## src/hw/rtl/gprbd_pkg.sv

```systemverilog
// shared types, constants and the hat table of the gamepad report button decoder
package gprbd_pkg;

	// report length counter saturates here
	localparam int unsigned MaxReportBytes = 1023;
	localparam int unsigned CntW           = $clog2(MaxReportBytes + 1);
	localparam int unsigned CapDepth       = 13;
	localparam int unsigned MaskW          = 13;
	localparam int unsigned OutDataW       = ((3 * MaskW + 7) / 8) * 8;

	// report ids
	localparam logic [7:0] ID_USB     = 8'h01;
	localparam logic [7:0] ID_BT_OLD  = 8'h11;
	localparam logic [7:0] ID_BT_NEW  = 8'h31;

	// button bit positions
	localparam int unsigned B_HOME  = 8;
	localparam int unsigned B_UP    = 9;
	localparam int unsigned B_RIGHT = 10;
	localparam int unsigned B_DOWN  = 11;
	localparam int unsigned B_LEFT  = 12;

	// register reset values
	localparam logic       RST_PAD_LAYOUT   = 1'b0;
	localparam logic [7:0] RST_STICK_CENTER = 8'd128;
	localparam logic [6:0] RST_ENTER_OFFSET = 7'd60;
	localparam logic [6:0] RST_LEAVE_OFFSET = 7'd30;

	// configuration register indexes
	typedef enum logic [1:0] {
		CFG_PAD_LAYOUT   = 2'd0,
		CFG_STICK_CENTER = 2'd1,
		CFG_ENTER_OFFSET = 2'd2,
		CFG_LEAVE_OFFSET = 2'd3
	} gprbd_cfg_idx_t;

	// button block start byte
	typedef enum logic [1:0] {
		BASE_5  = 2'd0,
		BASE_7  = 2'd1,
		BASE_8  = 2'd2,
		BASE_10 = 2'd3
	} gprbd_base_t;

	typedef struct packed {
		logic                   pad_layout;
		logic [7:0]             stick_center;
		logic [6:0]             enter_offset;
		logic [6:0]             leave_offset;
	} gprbd_cfg_t;

	// staged beat as seen by the decoder, with the current byte merged in
	typedef struct packed {
		logic                        valid;
		logic                        last;
		logic [CntW-1:0]             len;
		logic [CapDepth-1:0][7:0]    bytes;
	} gprbd_item_t;

	// hat nibble to d-pad bits
	function automatic logic [MaskW-1:0] hat_bits(input logic [3:0] hat);
		logic [MaskW-1:0] m;
		m = '0;
		case (hat)
			4'd0: m[B_UP] = 1'b1;
			4'd1: begin
				m[B_UP]    = 1'b1;
				m[B_RIGHT] = 1'b1;
			end
			4'd2: m[B_RIGHT] = 1'b1;
			4'd3: begin
				m[B_DOWN]  = 1'b1;
				m[B_RIGHT] = 1'b1;
			end
			4'd4: m[B_DOWN] = 1'b1;
			4'd5: begin
				m[B_DOWN] = 1'b1;
				m[B_LEFT] = 1'b1;
			end
			4'd6: m[B_LEFT] = 1'b1;
			4'd7: begin
				m[B_UP]   = 1'b1;
				m[B_LEFT] = 1'b1;
			end
			default: m = '0;
		endcase
		return m;
	endfunction

endpackage

```

## src/hw/rtl/gamepad_report_button_decoder_top.sv

```systemverilog
// top level of the gamepad report button decoder: configuration registers and stages
// the last beat of a valid report passes the beat register, then the result register
// throughput: one report byte per cycle; the beat register holds one beat while a
// result waits, so the input stalls only when the result register is full and not taken
// reset: arst_n clears the byte count, stick and emitted masks, valid flags and config
// registers to their defaults; the capture store, beat data and result masks are not reset
module gamepad_report_button_decoder_top (
	input  logic                            clk,
	input  logic                            arst_n,
	input  logic                            s_tvalid,
	output logic                            s_tready,
	input  logic [7:0]                      s_tdata,    // report_byte
	input  logic                            s_tlast,    // last_byte
	output logic                            m_tvalid,
	input  logic                            m_tready,
	output logic [gprbd_pkg::OutDataW-1:0]  m_tdata,    // button_mask, pressed_mask, released_mask
	input  logic                            cfg_we,
	input  logic [1:0]                      cfg_index,
	input  logic [7:0]                      cfg_data
);
	import gprbd_pkg::*;

	gprbd_cfg_t   cfg_q;
	gprbd_item_t  item;
	logic         take;

	// configuration registers
	always_ff @(posedge clk or negedge arst_n) begin
		if (!arst_n) begin
			cfg_q.pad_layout   <= RST_PAD_LAYOUT;
			cfg_q.stick_center <= RST_STICK_CENTER;
			cfg_q.enter_offset <= RST_ENTER_OFFSET;
			cfg_q.leave_offset <= RST_LEAVE_OFFSET;
		end else if (cfg_we) begin
			unique case (gprbd_cfg_idx_t'(cfg_index))
				CFG_PAD_LAYOUT:   cfg_q.pad_layout   <= cfg_data[0];
				CFG_STICK_CENTER: cfg_q.stick_center <= cfg_data;
				CFG_ENTER_OFFSET: cfg_q.enter_offset <= cfg_data[6:0];
				CFG_LEAVE_OFFSET: cfg_q.leave_offset <= cfg_data[6:0];
			endcase
		end
	end

	// input stage
	gprbd_capture u_capture (
		.clk      (clk),
		.arst_n   (arst_n),
		.s_tvalid (s_tvalid),
		.s_tready (s_tready),
		.s_tdata  (s_tdata),
		.s_tlast  (s_tlast),
		.take     (take),
		.item     (item)
	);

	// decode and result stage
	gprbd_decode u_decode (
		.clk      (clk),
		.arst_n   (arst_n),
		.item     (item),
		.cfg      (cfg_q),
		.take     (take),
		.m_tvalid (m_tvalid),
		.m_tready (m_tready),
		.m_tdata  (m_tdata)
	);

endmodule

```

## src/hw/rtl/gprbd_capture.sv

```systemverilog
// input stage: beat register, byte counter and capture of the first report bytes
module gprbd_capture (
	input  logic                   clk,
	input  logic                   arst_n,
	input  logic                   s_tvalid,
	output logic                   s_tready,
	input  logic [7:0]             s_tdata,   // report_byte
	input  logic                   s_tlast,   // last_byte
	input  logic                   take,
	output gprbd_pkg::gprbd_item_t item
);
	import gprbd_pkg::*;

	logic                      valid_s1;
	logic [7:0]                byte_s1;
	logic                      last_s1;
	logic [CntW-1:0]           count_q;
	logic [CapDepth-1:0][7:0]  cap_q;
	logic                      fire;

	assign fire     = valid_s1 && take;
	assign s_tready = !valid_s1 || take;

	// beat register
	always_ff @(posedge clk or negedge arst_n) begin
		if (!arst_n) begin
			valid_s1 <= 1'b0;
		end else if (s_tvalid && s_tready) begin
			valid_s1 <= 1'b1;
		end else if (fire) begin
			valid_s1 <= 1'b0;
		end
	end

	always_ff @(posedge clk) begin
		if (s_tvalid && s_tready) begin
			byte_s1 <= s_tdata;
			last_s1 <= s_tlast;
		end
	end

	// byte count, cleared at the end of each report
	always_ff @(posedge clk or negedge arst_n) begin
		if (!arst_n) begin
			count_q <= '0;
		end else if (fire) begin
			if (last_s1) begin
				count_q <= '0;
			end else if (count_q != CntW'(MaxReportBytes)) begin
				count_q <= count_q + CntW'(1);
			end
		end
	end

	// capture store, no reset
	always_ff @(posedge clk) begin
		for (int i = 0; i < CapDepth; i++) begin
			if (fire && count_q == CntW'(i)) begin
				cap_q[i] <= byte_s1;
			end
		end
	end

	// view of the report including the byte in flight
	always_comb begin
		item.valid = valid_s1;
		item.last  = last_s1;
		item.len   = (count_q == CntW'(MaxReportBytes)) ? count_q : count_q + CntW'(1);
		for (int i = 0; i < CapDepth; i++) begin
			item.bytes[i] = (count_q == CntW'(i)) ? byte_s1 : cap_q[i];
		end
	end

	// a stalled beat stays put
	assert property (@(posedge clk) disable iff (!arst_n)
		valid_s1 && !take |=> valid_s1 && $stable(byte_s1) && $stable(last_s1))
		else $error("staged beat lost while stalled");

	// a finished report restarts the count
	assert property (@(posedge clk) disable iff (!arst_n)
		fire && last_s1 |=> count_q == '0)
		else $error("byte count not cleared after last beat");

endmodule

```

## src/hw/rtl/gprbd_decode.sv

```systemverilog
// report decode: button block select, stick hysteresis, press/release masks, result register
module gprbd_decode (
	input  logic                            clk,
	input  logic                            arst_n,
	input  gprbd_pkg::gprbd_item_t          item,
	input  gprbd_pkg::gprbd_cfg_t           cfg,
	output logic                            take,
	output logic                            m_tvalid,
	input  logic                            m_tready,
	output logic [gprbd_pkg::OutDataW-1:0]  m_tdata    // button_mask, pressed_mask, released_mask
);
	import gprbd_pkg::*;

	// one axis: returns {hi, lo}
	function automatic logic [1:0] axis_dir(input logic [7:0] v, input logic [7:0] c,
			input logic [6:0] en, input logic [6:0] lv, input logic was_hi,
			input logic was_lo);
		logic [8:0] hi_thr;
		logic [8:0] lo_sum;
		logic       hi;
		logic       lo;
		hi_thr = {1'b0, c} + {2'b0, (was_hi ? lv : en)};
		lo_sum = {1'b0, v} + {2'b0, (was_lo ? lv : en)};
		hi     = {1'b0, v} > hi_thr;
		lo     = !hi && (lo_sum < {1'b0, c});
		return {hi, lo};
	endfunction

	logic                fire;
	logic                id_ok;
	logic                res_ok;
	gprbd_base_t         base_sel;
	logic [CntW-1:0]     need_len;
	logic [7:0]          b0, b1, b2, ax, ay;
	logic [1:0]          dx, dy;
	logic [MaskW-1:0]    stick;
	logic [MaskW-1:0]    btn;
	logic [MaskW-1:0]    stick_q;
	logic [MaskW-1:0]    emitted_q;
	logic [MaskW-1:0]    button_q, pressed_q, released_q;

	assign take = !m_tvalid || m_tready;
	assign fire = item.valid && take;

	// find the button block from id, layout and length
	always_comb begin
		id_ok    = 1'b1;
		base_sel = BASE_5;
		if (item.bytes[0] == ID_USB) begin
			base_sel = (cfg.pad_layout || item.len < CntW'(11)) ? BASE_5 : BASE_8;
		end else if (item.bytes[0] == ID_BT_OLD && cfg.pad_layout) begin
			base_sel = BASE_7;
		end else if (item.bytes[0] == ID_BT_NEW && !cfg.pad_layout) begin
			base_sel = BASE_10;
		end else begin
			id_ok = 1'b0;
		end
	end

	// fixed byte selection per block position
	always_comb begin
		unique case (base_sel)
			BASE_5: begin
				b0 = item.bytes[5]; b1 = item.bytes[6]; b2 = item.bytes[7];
				ax = item.bytes[1]; ay = item.bytes[2];
				need_len = CntW'(8);
			end
			BASE_7: begin
				b0 = item.bytes[7]; b1 = item.bytes[8]; b2 = item.bytes[9];
				ax = item.bytes[1]; ay = item.bytes[2];
				need_len = CntW'(10);
			end
			BASE_8: begin
				b0 = item.bytes[8]; b1 = item.bytes[9]; b2 = item.bytes[10];
				ax = item.bytes[1]; ay = item.bytes[2];
				need_len = CntW'(11);
			end
			BASE_10: begin
				b0 = item.bytes[10]; b1 = item.bytes[11]; b2 = item.bytes[12];
				ax = item.bytes[3]; ay = item.bytes[4];
				need_len = CntW'(13);
			end
		endcase
	end

	assign res_ok = item.last && id_ok && (item.len >= need_len);

	// stick hysteresis and button assembly
	always_comb begin
		dx    = axis_dir(ax, cfg.stick_center, cfg.enter_offset, cfg.leave_offset,
			stick_q[B_RIGHT], stick_q[B_LEFT]);
		dy    = axis_dir(ay, cfg.stick_center, cfg.enter_offset, cfg.leave_offset,
			stick_q[B_DOWN], stick_q[B_UP]);
		stick          = '0;
		stick[B_RIGHT] = dx[1];
		stick[B_LEFT]  = dx[0];
		stick[B_DOWN]  = dy[1];
		stick[B_UP]    = dy[0];
		btn            = '0;
		btn[3:0]       = b0[7:4];
		btn[5:4]       = b1[1:0];
		btn[7:6]       = b1[5:4];
		btn[B_HOME]    = b2[0];
		btn            = btn | hat_bits(b0[3:0]) | stick;
	end

	// stick and emitted state
	always_ff @(posedge clk or negedge arst_n) begin
		if (!arst_n) begin
			stick_q   <= '0;
			emitted_q <= '0;
		end else if (fire && res_ok) begin
			stick_q   <= stick;
			emitted_q <= btn;
		end
	end

	// result register
	always_ff @(posedge clk or negedge arst_n) begin
		if (!arst_n) begin
			m_tvalid <= 1'b0;
		end else if (fire && res_ok) begin
			m_tvalid <= 1'b1;
		end else if (m_tready) begin
			m_tvalid <= 1'b0;
		end
	end

	always_ff @(posedge clk) begin
		if (fire && res_ok) begin
			button_q   <= btn;
			pressed_q  <= btn & ~emitted_q;
			released_q <= ~btn & emitted_q;
		end
	end

	assign m_tdata = {{(OutDataW - 3 * MaskW){1'b0}}, released_q, pressed_q, button_q};

	// a button cannot be pressed and released in one result
	assert property (@(posedge clk) disable iff (!arst_n)
		m_tvalid |-> (pressed_q & released_q) == '0)
		else $error("pressed and released masks overlap");

	// opposite stick directions never held together
	assert property (@(posedge clk) disable iff (!arst_n)
		!(stick_q[B_RIGHT] && stick_q[B_LEFT]) && !(stick_q[B_UP] && stick_q[B_DOWN]))
		else $error("opposite stick directions both active");

	// the emitted mask tracks the result just loaded
	assert property (@(posedge clk) disable iff (!arst_n)
		fire && res_ok |=> m_tvalid && emitted_q == button_q)
		else $error("emitted mask out of step with result");

endmodule

```

## config.mk

```make
export PLATFORM = sky130hd
export DESIGN_NAME = gamepad_report_button_decoder_top
export DESIGN_NICKNAME = d
export VERILOG_FILES = /design/src/hw/rtl/gprbd_pkg.sv /design/src/hw/rtl/gamepad_report_button_decoder_top.sv /design/src/hw/rtl/gprbd_capture.sv /design/src/hw/rtl/gprbd_decode.sv
export SDC_FILE = /design/constraint.sdc
export NUM_CORES = 1
export LEC_CHECK = 0
export BUFFER_PORTS_ARGS = -buffer_cell sky130_fd_sc_hd__buf_4
export CORE_UTILIZATION = 35
export DETAILED_ROUTE_END_ITERATION = 12
export PLACE_DENSITY = 0.6
export SYNTH_ARGS = -nofsm -noshare
export SYNTH_HDL_FRONTEND = slang
export SYNTH_SLANG_ARGS = --single-unit
```

## constraint.sdc

```tcl
create_clock -name clk -period 9.4 [get_ports clk]
set_input_delay 1.88 -clock clk [delete_from_list [all_inputs] [get_ports clk]]
set_output_delay 1.88 -clock clk [all_outputs]
set_load 0.05 [all_outputs]
```

## Word level (Yosys, flattened, before mapping)

Index checks and enable logic that the tools add are counted.

- Bits in registers: 191
- Bits in latches: 0
- Memory bits (writable): 0
- Bits in read-only memories: 0
- Input bits: 24
- Output and inout port bits: 42
- Word-level logic and storage cells: 162
- Memories kept: 0

- Add/sub/neg operators: 5
- Multipliers: 0
- Div/mod/pow operators: 0
- $lt $le $gt $ge: 6
- Equality and inequality tests: 30
- Shift-type cells: 0
- Multiplexer cells: 41
- Bitwise operators: 6
- Reductions and logical operators: 47

Operator list:

| kind | count |
|---|---|
| 8-bit two-way mux | 9 |
| 10-bit by 4-bit equality test with 1-bit output (second input constant) | 5 |
| 10-bit by 3-bit equality test with 1-bit output (second input constant) | 4 |
| 10-bit one-hot mux with 4 select lines | 1 |
| 8-bit by 7-bit adder with 9-bit output | 4 |
| 8-bit one-hot mux with 2 select lines | 2 |
| 8-bit one-hot mux with 4 select lines | 1 |
| 10-bit two-way mux | 3 |
| 7-bit two-way mux | 4 |
| 13-bit bitwise AND | 2 |
| 13-bit inverter | 2 |
| 6-bit one-hot mux with 4 select lines | 1 |
| 1-bit logical AND | 22 |
| 10-bit by 2-bit equality test with 1-bit output (second input constant) | 2 |
| 8-bit by 9-bit greater-than comparator with 1-bit output | 2 |
| 9-bit by 8-bit < comparator with 1-bit output | 2 |
| 6-bit two-way mux | 3 |
| 4-bit by 3-bit equality test with 1-bit output (second input constant) | 4 |
| 3-bit OR reduction | 5 |
| 13-bit OR | 1 |
| 9-bit by 13-bit OR with 13-bit output | 1 |
| 1-bit two-way mux | 12 |
| 10-bit by 1-bit adder with 10-bit output (second input constant) | 1 |
| 10-bit by 1-bit equality test with 1-bit output (second input constant) | 1 |
| 20 further kinds | 41 |

## Logic depth before layout (Yosys ltp)

Gate-level depths: netlist of run 1.

- Depth after elaboration: 16
- Mapped depth: 31
- Depth with buffers taken out: 28

## Hierarchy

From an unflattened synthesis of run 1, not the netlist that was laid out.

- Cells, all modules: 904
- Area, all modules: 11631.2 um^2

By module, submodules not included:

| module | times used | cells each | area an instance (um^2) | seq. area each (um^2) |
|---|---|---|---|---|
| gprbd_capture | 1 | 363 | 5619.1 | 3668.5 |
| gprbd_decode | 1 | 491 | 5126.2 | 1621.6 |
| gamepad_report_button_decoder_top | 1 | 50 | 885.8 | 586.8 |

## Worst setup path after synthesis of run 1

No wires, ideal clock.

- Path kind: register to register
- Start point: register u_capture.count_q[0]
- End point: register u_decode.released_q[9] (data pin)
- Setup time: 0.253 ns
- Arrival: 5.756 ns
- Required time: 9.147 ns
- Slack: 3.391 ns
- Cell stages (with the launch flop): 28
- Path buffers: 4
- Cells stage by stage: dfrtp_1 > inv_1 > ha_1 > nor3b_1 > nand3_2 > o41ai_1 > nor2b_1 > o21a_1 > ha_1 > buf_2 > clkbuf_1 > buf_1 > clkbuf_1 > nor3_1 > a21oi_1 > o21a_1 > ha_1 > a21o_1 > maj3_1 > nand3_1 > nand2_1 > xor2_1 > ha_1 > a21oi_1 > o21ai_0 > a221oi_1 > and3_1 > nor3_1

- Word-level cells in the longest chain between the ends: 16

RTL lines:

| item | RTL line | text |
|---|---|---|
| start, declared | gprbd_capture.sv:17 | `logic [CntW-1:0] count_q;` |
| start signal, assigned | gprbd_capture.sv:50 | `count_q <= count_q + CntW'(1);` |
| parallel branches: the longest is 13 deep, another holds 10-bit by 1-bit adder with 10-bit output | - |  |
| 13-bit OR (*) | gprbd_decode.sv:104 | `btn = btn \| hat_bits(b0[3:0]) \| stick;` |
| 13-bit inverter (*) | gprbd_decode.sv:133 | `released_q <= ~btn & emitted_q;` |
| 13-bit bitwise AND (*) | gprbd_decode.sv:133 |  |
| end signal, assigned | gprbd_decode.sv:133 |  |
| end, declared | gprbd_decode.sv:40 | `logic [MaskW-1:0] button_q, pressed_q, released_q;` |

Every way passes the cells marked *.
A chain may end at the register's enable or synchronous reset.

## Worst setup path in the final report of run 1

- Start point: register u_capture.count_q[0]
- End point: register u_decode.released_q[12] (data pin)

- Word-level cells in the longest chain between the ends: 16

RTL lines:

| item | RTL line |
|---|---|
| parallel branches: the longest is 13 deep, another holds 10-bit by 1-bit adder with 10-bit output | - |
| 13-bit OR (*) | gprbd_decode.sv:104 |
| 13-bit inverter (*) | gprbd_decode.sv:133 |
| 13-bit bitwise AND (*) | gprbd_decode.sv:133 |

Marks and branches as above.

==> flow_summary_export.csv, run 1 <==
group,metric,value,unit
sta,period_needed,7.16,ns
global_route,grt_util_met3,2.72,%
sta,timing.final.ws_setup,2.24,ns
cts,ctsRootBufferMaster,"clkbuf_16",
synth,synthCells,911,
synth,synth.area.top_cells,"edfxtp_1 (37%), dfrtp_1 (10%), mux2_2 (8.7%), ha_1 (7.3%), mux2i_1 (2.8%)",
routing,antenna_left,0,
worst_setup_path,worstPathArrival,7.37,ns
cts,cts.clk_slew.worst_paths,0.08,ns
synth,ys_seq_area_share,49.2,%
synth,synth_ff_type,"edfxtp_1",
synth,postSynthAreaPerCell,11.8,um2
floorplanning,die_height,178,um
worst_setup_path,worstReg2RegStart,"u_capture.count_q[0]$_DFFE_PN0P_",
sta,hold_viol_final,0,
sta,timing.final.crit_share,76.2,%
synth,synth-seq-cells,185,
worst_setup_path,worstSetupPathType,"reg -> reg",
floorplanning,fp.dieW,178,um
pwr,power_density,206,nW/um2
floorplanning,fp-row-count,63,
min_path,hp-start,"u_decode.emitted_q[2]$_DFFE_PN0P_",
worst_setup_path,crit_fanout,36,
worst_setup_path,start_kind,"register",
cts,clk_path_buf_depth,2,
floorplanning,start_util,36.0,%
synth,synth_top_area_cell,"edfxtp_1",
cts,clock-sinks,185,
routing,first_pass_iters,5,
sta,rsz0062_at_grt,"no",
synth,synth_top_cell_area_share,37.0,%
global_route,grt_pass1_wl,38900,um
cells_and_area,area_growth,14.0,%
cts,clock_latency,0.45,ns
routing,totalWireLength,24200,um
placement,place_ws,2.31,ns
pwr,switching_share,33.5,%
pwr,leakagePower,0.00499,uW
cells_and_area,nets,1062,
routing,post-route-drc-count,0,
worst_setup_path,critical_path_required,9.61,ns
global_route,grt_max_degree,53,
sta,fin_skew,0.0182,ns
cells_and_area,n_antenna_cell,0,
synth,yosysWarnings,0,
cts,cts_hold_buf,0,
worst_setup_path,endpoint_kind,"register",
pwr,switching_power,851,uW
pwr,p_int,1690,uW
global_route,grtUsageMet1,22.6,%
pwr,seq_power_share,38.1,%
floorplanning,core,30000,um2
synth,yosysMostFrequentCell,"edfxtp_1",
floorplanning,die-area,31500,um2
synth,synth_async_sr_flop_share,28.1,%
placement,hpwl,17000,um
cts,tritoncts,"done",
cts,cts_max_level,4,
sta,worst_slew_pin_slew,0.942,ns
global_route,grt_remaining_overflow,0,
synth,syn_area,10800,um2
sta,finalMaxSlewViolations,0,
global_route,grt_pass1_vias,7028,
pwr,clock_power_share,30.4,%
status,outcome,"finished, final reports clean",
sta,tns,0,ns
cts,numCtsBuffers,17,
global_route,grt.busiest_layer,"met2",
min_path,hp-class,"reg -> reg",
routing,first_iter_violations,441,
routing,routedWlPerCell,17.6,um
worst_setup_path,r2r_cells,26,
cts,cts_resized,0,
pwr,irDropWorstVdd,0.116,mV
synth,ys_top_cells_by_count,"edfxtp_1 (133), mux2_2 (83), ha_1 (63)",
pwr,finalPower,2540,uW
global_route,antenna_found_initial,0,
synth,syn_nets,1002,
routing,num_vias,7172,
cts,postCtsSetupRepairBufs,0,
floorplanning,io_pins,66,
min_path,hold_depth,1,
cells_and_area,layout-drive-gt1-share,25.0,%
sta,max_freq,140,MHz
global_route,gr-usage-all-layers,16.1,%
sta,setup_viol,0,
routing,viasPerCell,5.22,
placement,portBuffers,64,
run,drv_cap,0,
worst_setup_path,crit_path_start,"u_capture.count_q[0]$_DFFE_PN0P_",
synth,synth-edff-count,133,
pwr,pwr-share-comb,31.5,%
synth,synth.distinct_cells,97,
placement,gp_congestion,0.872,
global_route,use_met2,25.0,%
sta,slew_headroom,37.2,%
state kept, by name (all words and copies together), names as in the netlist:
| register | flops |
|---|---|
| u_decode.released_q | 13 |
| u_decode.pressed_q | 13 |
| u_decode.button_q | 13 |
| cfg_q | 23 |
| u_capture.cap_q | 85 |
| u_decode.stick_q | 4 |
| u_capture.byte_s1 | 8 |
| u_decode.m_tvalid | 1 |
| u_capture.last_s1 | 1 |
| u_capture.valid_s1 | 1 |
| u_decode.emitted_q | 13 |
| u_capture.count_q | 10 |
layout make-up:
type,count,area [um2]
sequential,185,5310
timing repair buffer,74,556
clock buffer,17,425
tap,390,488
fill,2871,17600
multi-input combinational,630,5080
inverter,63,236
clock inverter,15,219
path summary, 6_finish.rpt:
path                                                            to  slack (ns)
worst max-delay path             u_decode.released_q[12]$_DFFE_PP_        2.24
worst min-delay path             u_decode.emitted_q[2]$_DFFE_PN0P_        0.53
worst max register to register   u_decode.released_q[12]$_DFFE_PP_        2.24
worst min register to register   u_decode.emitted_q[2]$_DFFE_PN0P_        0.53
max in group asynchronous                    cfg_q[22]$_DFFE_PN0P_        7.41
min in group asynchronous       u_decode.emitted_q[12]$_DFFE_PN0P_        1.50
cell usage in the layout (no fill, tap or decap), types with 7 or more instances in the layout:
| master | netlist | routed |
|---|---|---|
| mux2_2 | 83 | 83 |
| nor3_1 | 11 | 11 |
| dfrtp_1 | 43 | 43 |
| nand3_1 | 7 | 7 |
| edfxtp_1 | 133 | 133 |
| a31oi_1 | 9 | 9 |
| o31ai_1 | 7 | 7 |
| ha_1 | 63 | 63 |
| xnor2_1 | 25 | 25 |
| inv_1 | 59 | 59 |
| a21oi_1 | 41 | 41 |
| buf_4 | 2 | 74 |
| o21a_1 | 8 | 8 |
| xor2_1 | 11 | 11 |
| clkbuf_16 | 0 | 17 |
| nor2_1 | 62 | 62 |
| and2_1 | 19 | 19 |
| nand2_1 | 56 | 56 |
| o21bai_1 | 9 | 9 |
| mux2i_1 | 30 | 30 |
| a21o_1 | 15 | 15 |
| dfstp_2 | 9 | 9 |
| o21ai_0 | 25 | 25 |
| o22ai_1 | 7 | 7 |
| nand2b_1 | 8 | 8 |
layer usage:
layer,wire (um),share of wire (%)
met1,11700,48
met2,11100,46
met3,919,3.8
met4,425,1.8
met5,0,0
logic make-up (layout without fill, tap and decap cells):
family	Yosys count	after routing	share of synthesized area (%)
flip-flops	185	185	49.2
XOR/XNOR	36	36	2.92
AO/OA/AOI/OAI	180	180	12.3
adder cells (fa/ha/maj)	70	70	8.33
multiplexers	119	119	12.3
other	1	1	0.0347
AND/OR/NAND/NOR	224	224	11.2
buffers and inverters	96	169	3.78
metrics by stage:
stage | hold WS, ns | util (%) | instances | area [um2]
after global routing | 0.551 | 41.1 | 1374 | 12300
after CTS | 0.529 | 41.1 | 1374 | 12300
after detailed placement | 0.512 | 38.9 | 1342 | 11700
after floorplan | 0.496 | - | 911 | 10800
after global placement | 0.506 | 38.9 | 1342 | 11700
final | 0.530 | 41.1 | 1374 | 12300
critical path, cell delays in order, from the launching register on:
cell and delay (ns):
dfrtp_1 0.47, inv_1 0.13, ha_1 0.19, nor3b_1 0.70, nand3_2 0.30, o41ai_1 0.48
nor2b_1 0.19, o21a_1 0.17, ha_1 0.15, buf_4 0.35, clkinv_1 0.43, a31o_2 0.41
o22a_1 0.20, o21a_1 0.12, ha_1 0.21, inv_1 0.07, fa_1 0.23, a21oi_1 0.09
a221oi_1 0.47, o21bai_1 0.14, a21oi_1 0.19, xnor2_1 0.16, ha_1 0.26, o21a_1 0.17
a21oi_1 0.22, a32oi_2 0.18, and2_2 0.23
power by group through the flow:
stage / Sequential (uW) / Combinational (uW) / Clock [uW]
6_report: 969 / 800 / 773
5_1_grt: 976 / 899 / 823
4_1_cts: 970 / 801 / 790
3_5_place_dp: 987 / 792 / 0
3_3_place_gp: 986 / 778 / 0
2_1_floorplan: 974 / 603 / 0
Power figures use the tool's default switching activity.
==> run 2: changes to the inputs <==
--- a/config.mk
+++ b/config.mk
@@ -5,6 +5,7 @@
 export SDC_FILE = /design/constraint.sdc
 export NUM_CORES = 1
 export LEC_CHECK = 0
+export ABC_AREA = 1
 export BUFFER_PORTS_ARGS = -buffer_cell sky130_fd_sc_hd__buf_4
 export CORE_UTILIZATION = 35
 export DETAILED_ROUTE_END_ITERATION = 12
==> constraint.sdc (replaced) <==
create_clock -name clk -period 7.34 [get_ports clk]
set_input_delay 1.468 -clock clk [delete_from_list [all_inputs] [get_ports clk]]
set_output_delay 1.468 -clock clk [all_outputs]
set_load 0.05 [all_outputs]
==> run 2 against run 1 <==
Compared with the run above: total power is 23% higher; die area increased by 2.5%; non-clock buffer count is 1 lower; sequential cell count is the same; via count increased by 20%; highest routed layer unchanged; cell area is 2.2% higher; register-to-register slack got worse by 0.72 ns; first-iteration DRC count grew 100%; combinational power grew 15%; clock skew fell by 0.0060 ns; fmax up 23%; the run now ends with DRC left; sequential share of layout area down 0.91 points.
==> flow_summary_export.csv, run 2 <==
group,metric,value,unit
global_route,grt_max_degree,53,
floorplanning,fp.dieW,180,um
sta,hold_viol_final,0,
cells_and_area,largest_register_ffs,85,
floorplanning,die-area,32300,um2
cells_and_area,most-common-layout-cells,"nand2_1 (209), inv_1 (152), edfxtp_1 (133), o21ai_0 (97), nor2_1 (89)",
sta,finalMaxSlewViolations,0,
min_path,hp-class,"reg -> reg",
cts,postCtsSetupRepairBufs,0,
cts,cts_max_level,4,
global_route,grt_pass1_wl,44700,um
cells_and_area,fill_cells,2975,
placement,place_inst,1651,
placement,gp_congestion,0.877,
routing,first_iter_violations,884,
status,failed_checks,"DRC",
placement,hpwl,20700,um
sta,timing.final.crit_share,79.3,%
cells_and_area,finish.utilization,40.8,%
cells_and_area,multi_input_area,4970,um2
cts,tritoncts,"done",
sta,period_needed,5.82,ns
synth,synth_ff_type,"edfxtp_1",
cts,cts_hold_buf,0,
synth,synth.area.top_cells,"edfxtp_1 (36%), dfrtp_1 (9.7%), ha_1 (7.1%), nand2_1 (7.1%), inv_1 (5.2%)",
synth,ys_top_cells_by_count,"nand2_1 (209), inv_1 (152), edfxtp_1 (133)",
sta,setup_viol,0,
cells_and_area,largest_register,"u_capture.cap_q",
cells_and_area,ff_latch_area,5310,um2
cells_and_area,n_antenna_cell,0,
global_route,grt_remaining_overflow,0,
pwr,irDropWorstVdd,0.189,mV
floorplanning,fp-row-count,64,
pwr,finalPower,3120,uW
worst_setup_path,worstPathArrival,6.03,ns
synth,synth-edff-count,133,
synth,syn_area,11100,um2
synth,synth.distinct_cells,54,
routing,totalWireLength,28100,um
sta,slew_headroom,43.0,%
floorplanning,core,30800,um2
synth,syn_nets,1301,
cells_and_area,nets,1365,
floorplanning,die_height,180,um
synth,synth_top_area_cell,"edfxtp_1",
worst_setup_path,crit_fanout,25,
global_route,antenna_found_initial,0,
worst_setup_path,cp_common_cell,"nand2_1",
routing,num_vias,8631,
routing,routedWlPerCell,16.7,um
synth,synth_top_cell_area_share,36.1,%
synth,postSynthAreaPerCell,9.15,um2
sta,fin_skew,0.0122,ns
global_route,grt_pass1_vias,8073,
cells_and_area,layout-drive-gt1-share,17.1,%
synth,yosysWarnings,0,
floorplanning,start_util,35.9,%
worst_setup_path,max_stage_delay,0.59,ns
cts,clk_path_buf_depth,2,
pwr,leakagePower,0.00532,uW
sta,tns,0,ns
cells_and_area,final_area,12600,um2
run,drv_cap,0,
routing,antenna_left,0,
cells_and_area,top_regs,"u_capture.cap_q: 85 flops, cfg_q: 23 flops",
synth,ys_seq_area_share,48.0,%
cts,ctsRootBufferMaster,"clkbuf_16",
routing,viasPerCell,5.13,
cells_and_area,final_common_cell,"nand2_1",
placement,dpl_cell_area,12000,um2
synth,synth-seq-cells,185,
cts,cts_resized,0,
floorplanning,io_pins,66,
sta,rsz0062_at_grt,"no",
cts,numCtsBuffers,17,
placement,portBuffers,64,
worst_setup_path,critical_path_required,7.55,ns
worst_setup_path,worstSetupPathType,"reg -> reg",
sta,worst_slew_pin_slew,0.855,ns
worst_setup_path,worst_path_max_delay_cell,"inv_1",
synth,yosysMostFrequentCell,"nand2_1",
synth,synthCells,1210,
cts,cts.clk_slew.worst_paths,0.08,ns
worst_setup_path,endpoint_kind,"register",
synth,synth_async_sr_flop_share,28.1,%
routing,post-route-drc-count,7,
cells_and_area,area_growth,13.6,%
cts,clock_latency,0.45,ns
worst_setup_path,start_kind,"register",
pwr,power_density,248,nW/um2
cells_and_area,final_cells,1683,
cts,clock-sinks,185,
routing,first_pass_iters,9,
global_route,gr-usage-all-layers,17.8,%
status,outcome,"finished with violations",
sta,max_freq,172,MHz
-- run 2: layout make-up --
type                       count  area share [%]
sequential                   185            42.2
multi-input combinational    828            39.5
inverter                     169            5.07
timing repair buffer          73            4.36
tap                          396            3.94
clock buffer                  17            3.38
clock inverter                15            1.56
-- run 2: power breakdown --
part	switching [uW]	internal [uW]	total [uW]
Combinational	591	327	919
Sequential	44.3	1190	1230
Clock	475	494	968
-- run 2: final timing paths --
kind / start / end / slack, ns / depth (start not counted)
max in group asynchronous: arst_n / u_capture.count_q[1]$_DFFE_PN0P_ / 5.79 / 1
setup reg to reg: u_capture.count_q[0]$_DFFE_PN0P_ / u_decode.released_q[9]$_DFFE_PP_ / 1.52 / 37
hold reg to reg: cfg_q[13]$_DFFE_PN0P_ / cfg_q[13]$_DFFE_PN0P_ / 0.49 / 2
setup / recovery: u_capture.count_q[0]$_DFFE_PN0P_ / u_decode.released_q[9]$_DFFE_PP_ / 1.52 / 37
min in group asynchronous: arst_n / cfg_q[8]$_DFFE_PN0P_ / 1.06 / 1
hold / removal: cfg_q[13]$_DFFE_PN0P_ / cfg_q[13]$_DFFE_PN0P_ / 0.49 / 2
-- run 2: stage by stage --
step	worst slack (ns)	hold WS, ns
after floorplan	2.08	0.453
after global placement	1.71	0.469
after detailed placement	1.58	0.477
after CTS	1.54	0.495
after global routing	0.846	0.527
final	1.52	0.491
-- run 2: per-layer routing --
| metal | global-route usage (%) | part of all wire (%) | vias up |
|---|---|---|---|
| li1 | - | - | 4251 |
| met3 | 2.96 | 6.0 | 31 |
| met2 | 26.8 | 44 | 259 |
| met4 | 5.76 | 2.0 | 0 |
| met5 | 0 | 0 | - |
| met1 | 25.7 | 48 | 4090 |
-- run 2: cell families (layout without fill, tap and decap cells) --
family / count (synthesis) / after routing / share of synthesized area (%)
AOI/OAI and AO/OA: 254 / 254 / 13.5
other: 1 / 1 / 0.0339
buffers and inverters: 197 / 274 / 7.17
xor gates and xnor gates: 29 / 29 / 2.30
and+or+nand+nor: 477 / 477 / 21.2
DFF: 185 / 185 / 48.0
adders and majority gates: 67 / 67 / 7.85
-- run 2: worst max-delay path: cells and delay by family (launching register included) --
family,cells,cell delay (ns)
adder cells (fa/ha/maj),5,1.23
AO/OA/AOI/OAI,5,0.57
XOR/XNOR,2,0.40
flip-flops,1,0.43
buffers and inverters,5,0.86
AND/OR/NAND/NOR,20,2.10
